## src/hdl/rps_pkg.sv

```systemverilog
// ----------------------------------------------------------------------------
// rps_pkg
// Shared sizes, register indexes and reset values of the permutation shuffler.
// ----------------------------------------------------------------------------
package rps_pkg;

  // Table and random word geometry
  localparam int TABLE_DEPTH = 16;
  localparam int RAND_BITS   = 31;

  localparam int IDX_W = (TABLE_DEPTH > 1) ? $clog2(TABLE_DEPTH) : 1;
  localparam int CNT_W = IDX_W + 1;              // holds TABLE_DEPTH and n - i
  localparam int CYC_W = $clog2(RAND_BITS);      // divider bit counter
  localparam int DVS_W = RAND_BITS + IDX_W - 1;  // aligned divisor

  // Field widths
  localparam int COUNT_W    = 5;
  localparam int OFFSET_W   = 8;
  localparam int VALUE_W    = 9;
  localparam int CFG_DATA_W = 8;
  localparam int CFG_IDX_W  = 1;

  // Register indexes
  localparam logic [CFG_IDX_W-1:0] REG_ENTRY_COUNT  = 1'd0;
  localparam logic [CFG_IDX_W-1:0] REG_VALUE_OFFSET = 1'd1;

  // Register reset values
  localparam logic [COUNT_W-1:0]  ENTRY_COUNT_RST  = 5'd16;
  localparam logic [OFFSET_W-1:0] VALUE_OFFSET_RST = 8'd0;

  // Smallest permutation
  localparam int MIN_COUNT = 2;

endpackage

```

## src/hdl/random_permutation_shuffler.sv

```systemverilog
// ----------------------------------------------------------------------------
// random_permutation_shuffler
// Fisher-Yates shuffle engine over a small table, one swap per random item.
// ----------------------------------------------------------------------------
// Each accepted item carries one random word r for swap step i of an
// n-entry permutation (n = entry_count clamped to 2..TABLE_DEPTH). The block
// picks j = i + r / (RMAX / (n - i) + 1) and swaps table entries i and j.
// Items stall until the current one is through: the bit-serial divider
// producing RMAX / (n - i) runs one quotient bit per cycle in DIV1, PREP
// aligns the divisor, a short restoring divider in DIV2 finds r / divisor
// with log2(TABLE_DEPTH) quotient bits since that quotient is below n, the
// swap runs through SWAP_RD_I, SWAP_RD_J, SWAP_WR_I and SWAP_WR_J on the
// single-write, single-read table RAM, and IDLE takes the next item. The
// item that finishes a permutation then emits n results in table order,
// each plus value_offset, read in EMIT_RD and loaded in EMIT_LOAD once the
// output register is free, with last_entry on the final one. Per-entry
// valid bits make the table read as 1..n after reset and after each
// permutation, so there is no clearing pass. The next item is accepted as
// soon as the last result sits in the output register. The user must write
// configuration only while the block is idle; the block does not enforce it.
// ----------------------------------------------------------------------------
module random_permutation_shuffler (
  input  logic                                clk,
  input  logic                                rst,
  // configuration
  input  logic                                cfg_write,
  input  logic [rps_pkg::CFG_IDX_W-1:0]       cfg_index,
  input  logic [rps_pkg::CFG_DATA_W-1:0]      cfg_data,
  // random items
  input  logic                                item_valid,
  output logic                                item_stall,
  input  logic [rps_pkg::RAND_BITS-1:0]       random_word,
  // results
  output logic                                result_valid,
  input  logic                                result_stall,
  output logic [rps_pkg::VALUE_W-1:0]         entry_value,
  output logic                                last_entry
);

  typedef enum logic [3:0] {
    IDLE,
    DIV1,
    PREP,
    DIV2,
    SWAP_RD_I,
    SWAP_RD_J,
    SWAP_WR_I,
    SWAP_WR_J,
    EMIT_RD,
    EMIT_LOAD
  } state_t;

  state_t state;

  // configuration registers
  logic [rps_pkg::COUNT_W-1:0]  entry_count;
  logic [rps_pkg::OFFSET_W-1:0] value_offset;

  // step state
  logic [rps_pkg::IDX_W-1:0]     swap_step;
  logic [rps_pkg::IDX_W-1:0]     emit_idx;
  logic [rps_pkg::IDX_W-1:0]     pick;
  logic [rps_pkg::TABLE_DEPTH-1:0] ent_vld;

  // divider state
  logic [rps_pkg::CYC_W-1:0]     bit_cnt;
  logic [rps_pkg::IDX_W-1:0]     rem1;
  logic [rps_pkg::RAND_BITS-1:0] quo1;
  logic [rps_pkg::RAND_BITS-1:0] rem2;
  logic [rps_pkg::DVS_W-1:0]     dvs;
  logic [rps_pkg::IDX_W-1:0]     quo2;

  // table access
  logic                          ram_wr_en;
  logic [rps_pkg::IDX_W-1:0]     ram_wr_addr;
  logic [rps_pkg::CNT_W-1:0]     ram_wr_data;
  logic [rps_pkg::IDX_W-1:0]     ram_rd_addr;
  logic [rps_pkg::CNT_W-1:0]     ram_rd_data;
  logic [rps_pkg::IDX_W-1:0]     rd_addr_q;
  logic                          rd_vld_q;
  logic [rps_pkg::CNT_W-1:0]     rd_val;
  logic [rps_pkg::CNT_W-1:0]     swap_tmp;

  // combinational helpers
  logic [rps_pkg::CNT_W-1:0]     n_eff;
  logic [rps_pkg::CNT_W-1:0]     span;
  logic [rps_pkg::CNT_W-1:0]     trial1;
  logic                          ge1;
  logic [rps_pkg::IDX_W-1:0]     rem1_next;
  logic                          ge2;
  logic [rps_pkg::CNT_W-1:0]     pick_sum;
  logic [rps_pkg::IDX_W-1:0]     pick_next;
  logic                          out_free;
  logic                          emit_last;
  logic                          item_acc;

  // effective count, clamped into range
  always_comb begin
    if (entry_count < rps_pkg::COUNT_W'(rps_pkg::MIN_COUNT)) begin
      n_eff = rps_pkg::CNT_W'(rps_pkg::MIN_COUNT);
    end else if (int'(entry_count) > rps_pkg::TABLE_DEPTH) begin
      n_eff = rps_pkg::CNT_W'(rps_pkg::TABLE_DEPTH);
    end else begin
      n_eff = rps_pkg::CNT_W'(entry_count);
    end
  end

  assign span = n_eff - rps_pkg::CNT_W'(swap_step);

  // RMAX / span: dividend is all ones, shift in a one each cycle
  assign trial1    = {rem1, 1'b1};
  assign ge1       = (trial1 >= span);
  assign rem1_next = ge1 ? rps_pkg::IDX_W'(trial1 - span) : rps_pkg::IDX_W'(trial1);

  // r / divisor, quotient known to stay below the table depth
  assign ge2 = (rps_pkg::DVS_W'(rem2) >= dvs);

  always_comb begin
    pick_sum = rps_pkg::CNT_W'(swap_step) + rps_pkg::CNT_W'(quo2);
    if (pick_sum > n_eff - 1'b1) begin
      pick_next = rps_pkg::IDX_W'(n_eff - 1'b1);
    end else begin
      pick_next = rps_pkg::IDX_W'(pick_sum);
    end
  end

  // never-written entries read as their reload value
  assign rd_val = rd_vld_q ? ram_rd_data : rps_pkg::CNT_W'(rd_addr_q) + 1'b1;

  assign out_free   = !result_valid || !result_stall;
  assign emit_last  = (rps_pkg::CNT_W'(emit_idx) == n_eff - 1'b1);
  assign item_stall = (state != IDLE);
  assign item_acc   = item_valid && !item_stall;

  always_comb begin
    case (state)
      SWAP_RD_I:          ram_rd_addr = swap_step;
      EMIT_RD, EMIT_LOAD: ram_rd_addr = emit_idx;
      default:            ram_rd_addr = pick;
    endcase
  end

  assign ram_wr_en   = (state == SWAP_WR_I) || (state == SWAP_WR_J);
  assign ram_wr_addr = (state == SWAP_WR_I) ? swap_step : pick;
  assign ram_wr_data = (state == SWAP_WR_I) ? rd_val : swap_tmp;

  rps_ram #(
    .WIDTH (rps_pkg::CNT_W),
    .DEPTH (rps_pkg::TABLE_DEPTH)
  ) u_table (
    .clk     (clk),
    .wr_en   (ram_wr_en),
    .wr_addr (ram_wr_addr),
    .wr_data (ram_wr_data),
    .rd_addr (ram_rd_addr),
    .rd_data (ram_rd_data)
  );

  always_ff @(posedge clk) begin
    rd_addr_q <= ram_rd_addr;
    rd_vld_q  <= ent_vld[ram_rd_addr];
  end

  // configuration port
  always_ff @(posedge clk) begin
    if (rst) begin
      entry_count  <= rps_pkg::ENTRY_COUNT_RST;
      value_offset <= rps_pkg::VALUE_OFFSET_RST;
    end else if (cfg_write) begin
      case (cfg_index)
        rps_pkg::REG_ENTRY_COUNT:  entry_count  <= cfg_data[rps_pkg::COUNT_W-1:0];
        rps_pkg::REG_VALUE_OFFSET: value_offset <= cfg_data[rps_pkg::OFFSET_W-1:0];
        default: ;
      endcase
    end
  end

  // sequencer
  always_ff @(posedge clk) begin
    if (rst) begin
      state        <= IDLE;
      swap_step    <= '0;
      ent_vld      <= '0;
      result_valid <= 1'b0;
    end else begin
      if (result_valid && !result_stall) begin
        result_valid <= 1'b0;
      end
      case (state)
        IDLE: begin
          if (item_acc) begin
            rem2     <= random_word;
            emit_idx <= '0;
            if (rps_pkg::CNT_W'(swap_step) + 1'b1 < n_eff) begin
              rem1    <= '0;
              bit_cnt <= rps_pkg::CYC_W'(rps_pkg::RAND_BITS - 1);
              state   <= DIV1;
            end else begin
              // count lowered below the current step: emit at once
              state <= EMIT_RD;
            end
          end
        end
        DIV1: begin
          rem1 <= rem1_next;
          quo1 <= rps_pkg::RAND_BITS'({quo1, ge1});
          if (bit_cnt == '0) begin
            state <= PREP;
          end else begin
            bit_cnt <= bit_cnt - 1'b1;
          end
        end
        PREP: begin
          dvs     <= (rps_pkg::DVS_W'(quo1) + 1'b1) << (rps_pkg::IDX_W - 1);
          bit_cnt <= rps_pkg::CYC_W'(rps_pkg::IDX_W - 1);
          state   <= DIV2;
        end
        DIV2: begin
          if (ge2) begin
            rem2 <= rps_pkg::RAND_BITS'(rps_pkg::DVS_W'(rem2) - dvs);
          end
          quo2 <= rps_pkg::IDX_W'({quo2, ge2});
          dvs  <= dvs >> 1;
          if (bit_cnt == '0) begin
            state <= SWAP_RD_I;
          end else begin
            bit_cnt <= bit_cnt - 1'b1;
          end
        end
        SWAP_RD_I: begin
          pick  <= pick_next;
          state <= SWAP_RD_J;
        end
        SWAP_RD_J: begin
          swap_tmp <= rd_val;
          state    <= SWAP_WR_I;
        end
        SWAP_WR_I: begin
          ent_vld[swap_step] <= 1'b1;
          state              <= SWAP_WR_J;
        end
        SWAP_WR_J: begin
          ent_vld[pick] <= 1'b1;
          if (rps_pkg::CNT_W'(swap_step) + 2'd2 < n_eff) begin
            swap_step <= swap_step + 1'b1;
            state     <= IDLE;
          end else begin
            state <= EMIT_RD;
          end
        end
        EMIT_RD: begin
          state <= EMIT_LOAD;
        end
        EMIT_LOAD: begin
          // hold the read until the output register frees up
          if (out_free) begin
            result_valid <= 1'b1;
            entry_value  <= rps_pkg::VALUE_W'(rd_val) + rps_pkg::VALUE_W'(value_offset);
            last_entry   <= emit_last;
            if (emit_last) begin
              ent_vld   <= '0;
              swap_step <= '0;
              state     <= IDLE;
            end else begin
              emit_idx <= emit_idx + 1'b1;
              state    <= EMIT_RD;
            end
          end
        end
        default: state <= IDLE;
      endcase
    end
  end

  // the running remainder of the first divider stays below its divisor
  a_rem1_range: assert property (@(posedge clk) disable iff (rst)
    (state == DIV1) |-> (rps_pkg::CNT_W'(rem1) < span))
    else $error("first divider remainder out of range");

  // the pick offset never reaches past the current span
  a_pick_range: assert property (@(posedge clk) disable iff (rst)
    (state == SWAP_RD_I) |-> (rps_pkg::CNT_W'(quo2) < span))
    else $error("swap pick beyond the table span");

  // loading the final result reloads the table
  a_reload: assert property (@(posedge clk) disable iff (rst)
    (state == EMIT_LOAD && out_free && emit_last)
      |=> (swap_step == '0 && ent_vld == '0 && state == IDLE))
    else $error("table not reloaded after the final result");

endmodule

```

## src/hdl/rps_ram.sv

```systemverilog
// ----------------------------------------------------------------------------
// rps_ram
// Generic single-write, single-read RAM with registered read data.
// ----------------------------------------------------------------------------
module rps_ram #(
  parameter int WIDTH = 8,
  parameter int DEPTH = 16
) (
  input  logic                     clk,
  input  logic                     wr_en,
  input  logic [$clog2(DEPTH)-1:0] wr_addr,
  input  logic [WIDTH-1:0]         wr_data,
  input  logic [$clog2(DEPTH)-1:0] rd_addr,
  output logic [WIDTH-1:0]         rd_data
);

  logic [WIDTH-1:0] mem [DEPTH];

  always_ff @(posedge clk) begin
    if (wr_en) begin
      mem[wr_addr] <= wr_data;
    end
    rd_data <= mem[rd_addr];
  end

endmodule

```

## config.mk

```make
export PLATFORM = sky130hd
export DESIGN_NAME = random_permutation_shuffler
export DESIGN_NICKNAME = d
export VERILOG_FILES = /design/src/hdl/rps_pkg.sv /design/src/hdl/random_permutation_shuffler.sv /design/src/hdl/rps_ram.sv
export SDC_FILE = /design/constraint.sdc
export NUM_CORES = 1
export LEC_CHECK = 0
export BUFFER_PORTS_ARGS = -buffer_cell sky130_fd_sc_hd__buf_4
export CAP_MARGIN = 20
export CORE_UTILIZATION = 35
export CTS_CLUSTER_DIAMETER = 60
export CTS_CLUSTER_SIZE = 25
export DETAILED_ROUTE_END_ITERATION = 6
export HOLD_SLACK_MARGIN = 0.02
export PLACE_DENSITY = 0.56
export SLEW_MARGIN = 20
export SYNTH_ARGS = -nofsm -noshare
export SYNTH_HDL_FRONTEND = slang
export SYNTH_HIERARCHICAL = 1
export SYNTH_SLANG_ARGS = --single-unit
```

## constraint.sdc

```tcl
create_clock -name clk -period 11.2 [get_ports clk]
set_input_delay 2.24 -clock clk [delete_from_list [all_inputs] [get_ports clk]]
set_output_delay 2.24 -clock clk [all_outputs]
set_load 0.05 [all_outputs]
```

---- Word-level counts from Yosys, hierarchy flattened ----
Memories as Yosys holds them, arrays and structs flattened. A register that Yosys moved wholly into a read port is not among the register bits.
Index checks and enable logic that the tools add are counted.
word-level totals
  bits in registers ....................... 175
  bits in writable memories ............... 80
  bits of input ports ..................... 45
  output and inout port bits .............. 12
  memories ................................ 1
memory list
  name         depth  width  read ports  clocked after memory_dff  wr ports  RTL line       source
  u_table.mem  16     5      1           1                         1         rps_ram.sv:17  logic [WIDTH-1:0] mem [DEPTH];
operators by class
  $add $sub $neg .......................... 13
  order comparisons ....................... 12
  equality and inequality tests ........... 20
  muxes and demuxes ....................... 49
  bitwise logic cells ..................... 4
  reductions and logical operators ........ 36
operators by type and width
  kind                     count
  $mux W4                  18
  $pmux W34 S2             1
  $mux W31                 2
  $pmux W31 S2             1
  $pmux W16 S3             1
  $pmux W4 S10             1
  $mux W5                  7
  $ge A31 B34 Y1           1
  $mux W16                 2
  $or A16 B16 Y16          2
  $pmux W4 S2              4
  $add A31 B1 Y31 const B  1
  $sub A31 B31 Y31         1
  $ne A2 B2 Y1 const B     9
  $eq A4 B3 Y1 const B     4
  $reduce_and A4 Y1        4
  $lt A4 B5 Y1 const B     3
  $pmux W5 S3              1
  $reduce_and A2 Y1        7
  $add A4 B1 Y5 const B    2
  $lt A5 B5 Y1             2
  $reduce_and A5 Y1        2
  $reduce_bool A2 Y1       5
  $sub A5 B1 Y5 const B    2
  other kinds (29)         51

---- Logic depth before layout (Yosys ltp) ----
  word-level depth ........................ 8
  depth in mapped cells ................... 15
  gate-level depth less buffers ........... 15

---- Cells and area by module ----
The synthesis kept the hierarchy.
modules (own cells, without submodules)
  module                       times used  cells each  area each (sq um)
  random_permutation_shuffler  1           1118        10692.8
  rps_ram                      1           155         3213.1

---- Least setup slack after synthesis ----
OpenSTA, ideal clock, no wires.
  path kind ............................... input-to-reg
  start ................................... input rst
  end ..................................... register dvs[0] (netlist name), enable pin
  arrival time ............................ 4.999 ns
  required time ........................... 10.725 ns
  setup slack ............................. 5.726 ns
  cell stages on the path ................. 2
  path buffers ............................ 1
  cells stage by stage .................... clkbuf_1 -> nor3b_1
on the way
  longest elaborated chain between the ends .. 2
ends and longest elaborated chain
  what                         RTL line                            source
  start: declaration           random_permutation_shuffler.sv:24   input logic rst,
  $not A1 Y1 (no line)         -
  $reduce_and A2 Y1 (no line)  -
  end signal: assignment       random_permutation_shuffler.sv:214  dvs <= (rps_pkg::DVS_W'(quo1) + 1'b1) << (rps_pkg::IDX_W - 1);
  end signal: assignment       random_permutation_shuffler.sv:223  dvs <= dvs >> 1;
  end: declaration             random_permutation_shuffler.sv:70   logic [rps_pkg::DVS_W-1:0] dvs;
Every way passes these cells.
A chain may end at the register's enable or synchronous reset.

---- Worst setup path in the final report ----
  start ................................... register state[2]
  end ..................................... output item_stall
on the way
  longest elaborated chain between the ends .. 1
ends and longest elaborated chain
  what                      RTL line                            source
  start: declaration        random_permutation_shuffler.sv:53   state_t state;
  start signal: assignment  random_permutation_shuffler.sv:181  state <= IDLE;
  start signal: assignment  random_permutation_shuffler.sv:197  state <= DIV1;
  start signal: assignment  random_permutation_shuffler.sv:200  state <= EMIT_RD;
  $reduce_bool A4 Y1        random_permutation_shuffler.sv:132  assign item_stall = (state != IDLE);
  end: declaration          random_permutation_shuffler.sv:31   output logic item_stall,
Every way passes these cells.

==> metrics.csv <==
stage,metric,value,unit
worst_setup_path,CP Class,register to output pin,
final_layout,fill count,3748,
routing,WL per Instance,16.6,um
floorplanning,initial core utilization,35.7,%
sta,actual slew at the worst max-slew pin,1010,ps
worst_setup_path,RR Endpoint,rem2[28],
sta,f_max,0.226,GHz
worst_setup_path,WP data required,8960,ps
floorplanning,site row count,72,
clocking,Worst-Skew Late Latency,540,ps
worst_setup_path,critical path arrival,2180,ps
final_layout,area taken by multi-input logic gates,0.00614,mm2
routing,via/cell ratio,5.18,
floorplanning,die height,201,um
sta,"Hold Vio Cnt, Final",0,
clocking,CTS Buf Count,23,
sta,Final setup viols,0,
routing,met1 WL,14900,um
global_routing,vias in the first global route,9342,
power,Power Dens Cells,145,mW/mm2
yosys,Yosys reg bits,260,
clocking,Hold Buf Count CTS,0,
global_routing,initial antenna violation count,0,
worst_hold_path,hold crit path type,register to register,
yosys,Most used DFF post-synth,edfxtp_1,
sta,worst hold slack,470,ps
routing,Met3 Wirelength,1030,um
sta,crit path time final,4420,ps
sta,setup ws final,6780,ps
final_layout,most frequent cells in the layout,"edfxtp_1, nand2_1, nor2_1",
placement,setup slack at placement,7070,ps
worst_hold_path,Min-Delay Endpoint,ent_vld[5],
routing,Top Layer Used,met4,
routing,Met2 Wirelength,14100,um
worst_setup_path,crit-path cells,or2_2 -> nor3_1 -> inv_1 -> buf_4,
global_routing,pin count of the biggest net entering global routing,77,
worst_setup_path,critical path peak fanout,9,
floorplanning,die extent in x,201,um
floorplanning,I/O Pins,57,
worst_setup_path,Slowest cell on crit path,or2_2,
final_layout,synth-to-layout area growth,12.9,%
sta,slew margin rel.,32.6,%
power,Power Total,2.28,mW
clocking,"Setup Fix Bufs, Post-CTS",0,
worst_setup_path,Worst Setup SP,state[2],
worst_setup_path,element type at the critical path end,output pin,
final_layout,Register Area,0.00733,mm2
power,maximum VDD drop,0.0997,mV
clocking,Max H-tree Level,1,
yosys,Post-synth EDFFs,212,
routing,DRC violations left,0,
yosys,synth warn,6,
clocking,clock-pin slew on the worst setup and hold paths,80,ps
global_routing,global-route wire length before repair,50100,um
yosys,Mapped Cells,1273,
final_layout,"most common cell after layout, fill and taps aside",edfxtp_1,
placement,GPL Wtd Cong,0.847,
worst_hold_path,Worst Min Path Start,ent_vld[5],
power,static leakage,5.76,nW
global_routing,gr usage total,15.2,%
yosys,"Net Count, Synth",1396,
worst_setup_path,Critical Path Source Type,register,
routing,routed wire length,30600,um
yosys,synthesized area,0.0139,mm2
worst_setup_path,RR Startpoint,dvs[0],
clocking,CTS tree,yes,
outcome,status,completed,
routing,Initial DRC Count,493,
routing,remaining antenna violation count,0,
worst_setup_path,Worst path max stage delay,410,ps
worst_setup_path,Reg2Reg Depth,10,
final_layout,share of post-route cells with drive strength above 1,11.4,%
clocking,CTS root buffer,clkbuf_16,
yosys,mean post-synth cell area,10.9,um2
yosys,sequential share of the synthesized area,52.7,%
clocking,# clock sinks,260,
floorplanning,Die Footprint,0.0405,mm2
sta,Max Slew Vio Count,0,
floorplanning,core area,0.0389,mm2
sta,final period utilization,39.5,%
placement,I/O Buffers,56,
worst_hold_path,worst hold stages,2,
sta,total negative setup slack,0,ps
yosys,Yosys cell types,70,
routing,Vias,9571,
sta,Fin Clk Skew,30.4,ps
final_layout,Final nets,1437,
yosys,Post-synth ARST share,0,%
routing,DR pass1 iterations,5,
sta,RSZ-0062 raised after global routing,false,
placement,detailed placer's ending HPWL,21700,um
global_routing,gr ovfl total,0,
clocking,CTS-repair resized insts,0,
worst_setup_path,R2R Setup Slk,7200,ps
job,maxcap violations,0,
clocking,Clock Tree Buf Depth,3,
final_layout,Diodes inserted,0,
[how the worst max path moves through the flow]
stage                       endpoint  slack, ps  depth (start not counted)
after floorplan               dvs[0]       5730                          2
after global placement      rem2[24]       7160                         11
final                     item_stall       6780                          4
after global routing      item_stall       6710                          4
after CTS                 item_stall       6800                          4
after detailed placement    rem2[27]       7070                         10
[per-layer routing]
layer	up-vias	GRT usage, %
met5	-	0.238
met4	0	3.63
met3	36	1.96
met2	174	24.6
met1	4597	21.6
li1	4764	-
[power by group]
part           internal [mW]  leakage [nW]  switching [mW]
combinational          0.117          3.05           0.175
sequential              1.09          2.32          0.0338
clock                  0.464         0.395           0.392
[kinds of logic after synthesis]
logic type,share of synthesized area [%]
AOI/OAI and AO/OA,13.0
xor gates and xnor gates,4.72
adders and majority gates,7.29
buffers and inverters,3.46
DFF,52.7
muxes,5.42
and+or+nand+nor,13.5
[cell usage after synthesis, types with 30 or more instances]
library cell | n | area, um2
nand2_1 | 127 | 477
clkbuf_1 | 40 | 150
o21ai_0 | 86 | 430
ha_1 | 73 | 913
inv_1 | 76 | 285
a21oi_1 | 76 | 380
xnor2_1 | 39 | 342
nand3_1 | 60 | 300
nor2_1 | 102 | 383
edfxtp_1 | 212 | 6370
xor2_1 | 36 | 315
dfxtp_1 | 48 | 961
nor3_1 | 30 | 150
[state kept, by name, indices dropped and copies added (netlist names)]
register,flops
bit_cnt,5
swap_step,4
rd_vld_q,1
u_table/rd_data,5
emit_idx,4
rem2,31
result_valid,1
entry_count,5
swap_tmp,5
rd_addr_q,4
quo1,31
pick,4
quo2,4
value_offset,8
last_entry,1
state,4
entry_value,9
rem1,4
u_table/mem,80
ent_vld,16
dvs,34
[cell type report]
| type | instances | share of cell area [%] |
|---|---|---|
| clock buffers | 23 | 3.67 |
| repair buffers | 64 | 3.06 |
| well taps | 518 | 4.13 |
| inverters | 76 | 1.82 |
| multi-input cells | 889 | 39.1 |
| flip-flops and latches | 260 | 46.7 |
| clock inverters | 18 | 1.57 |
[critical path: cells and delay by family, from the launching register on]
family | cells | cell delay [ps]
flip-flops | 1 | 400
AND/OR/NAND/NOR | 2 | 810
buffers and inverters | 2 | 420
[through the flow]
stage	std cells	utilization [%]	instance area, um2
5_1_grt	1848	40.3	15700
6_report	1848	40.3	15700
4_1_cts	1848	40.3	15700
2_1_floorplan	1273	-	13900
3_5_place_dp	1807	38.2	14900
3_3_place_gp	1807	38.2	14900
Note: power is estimated with default switching activity, not from simulation.
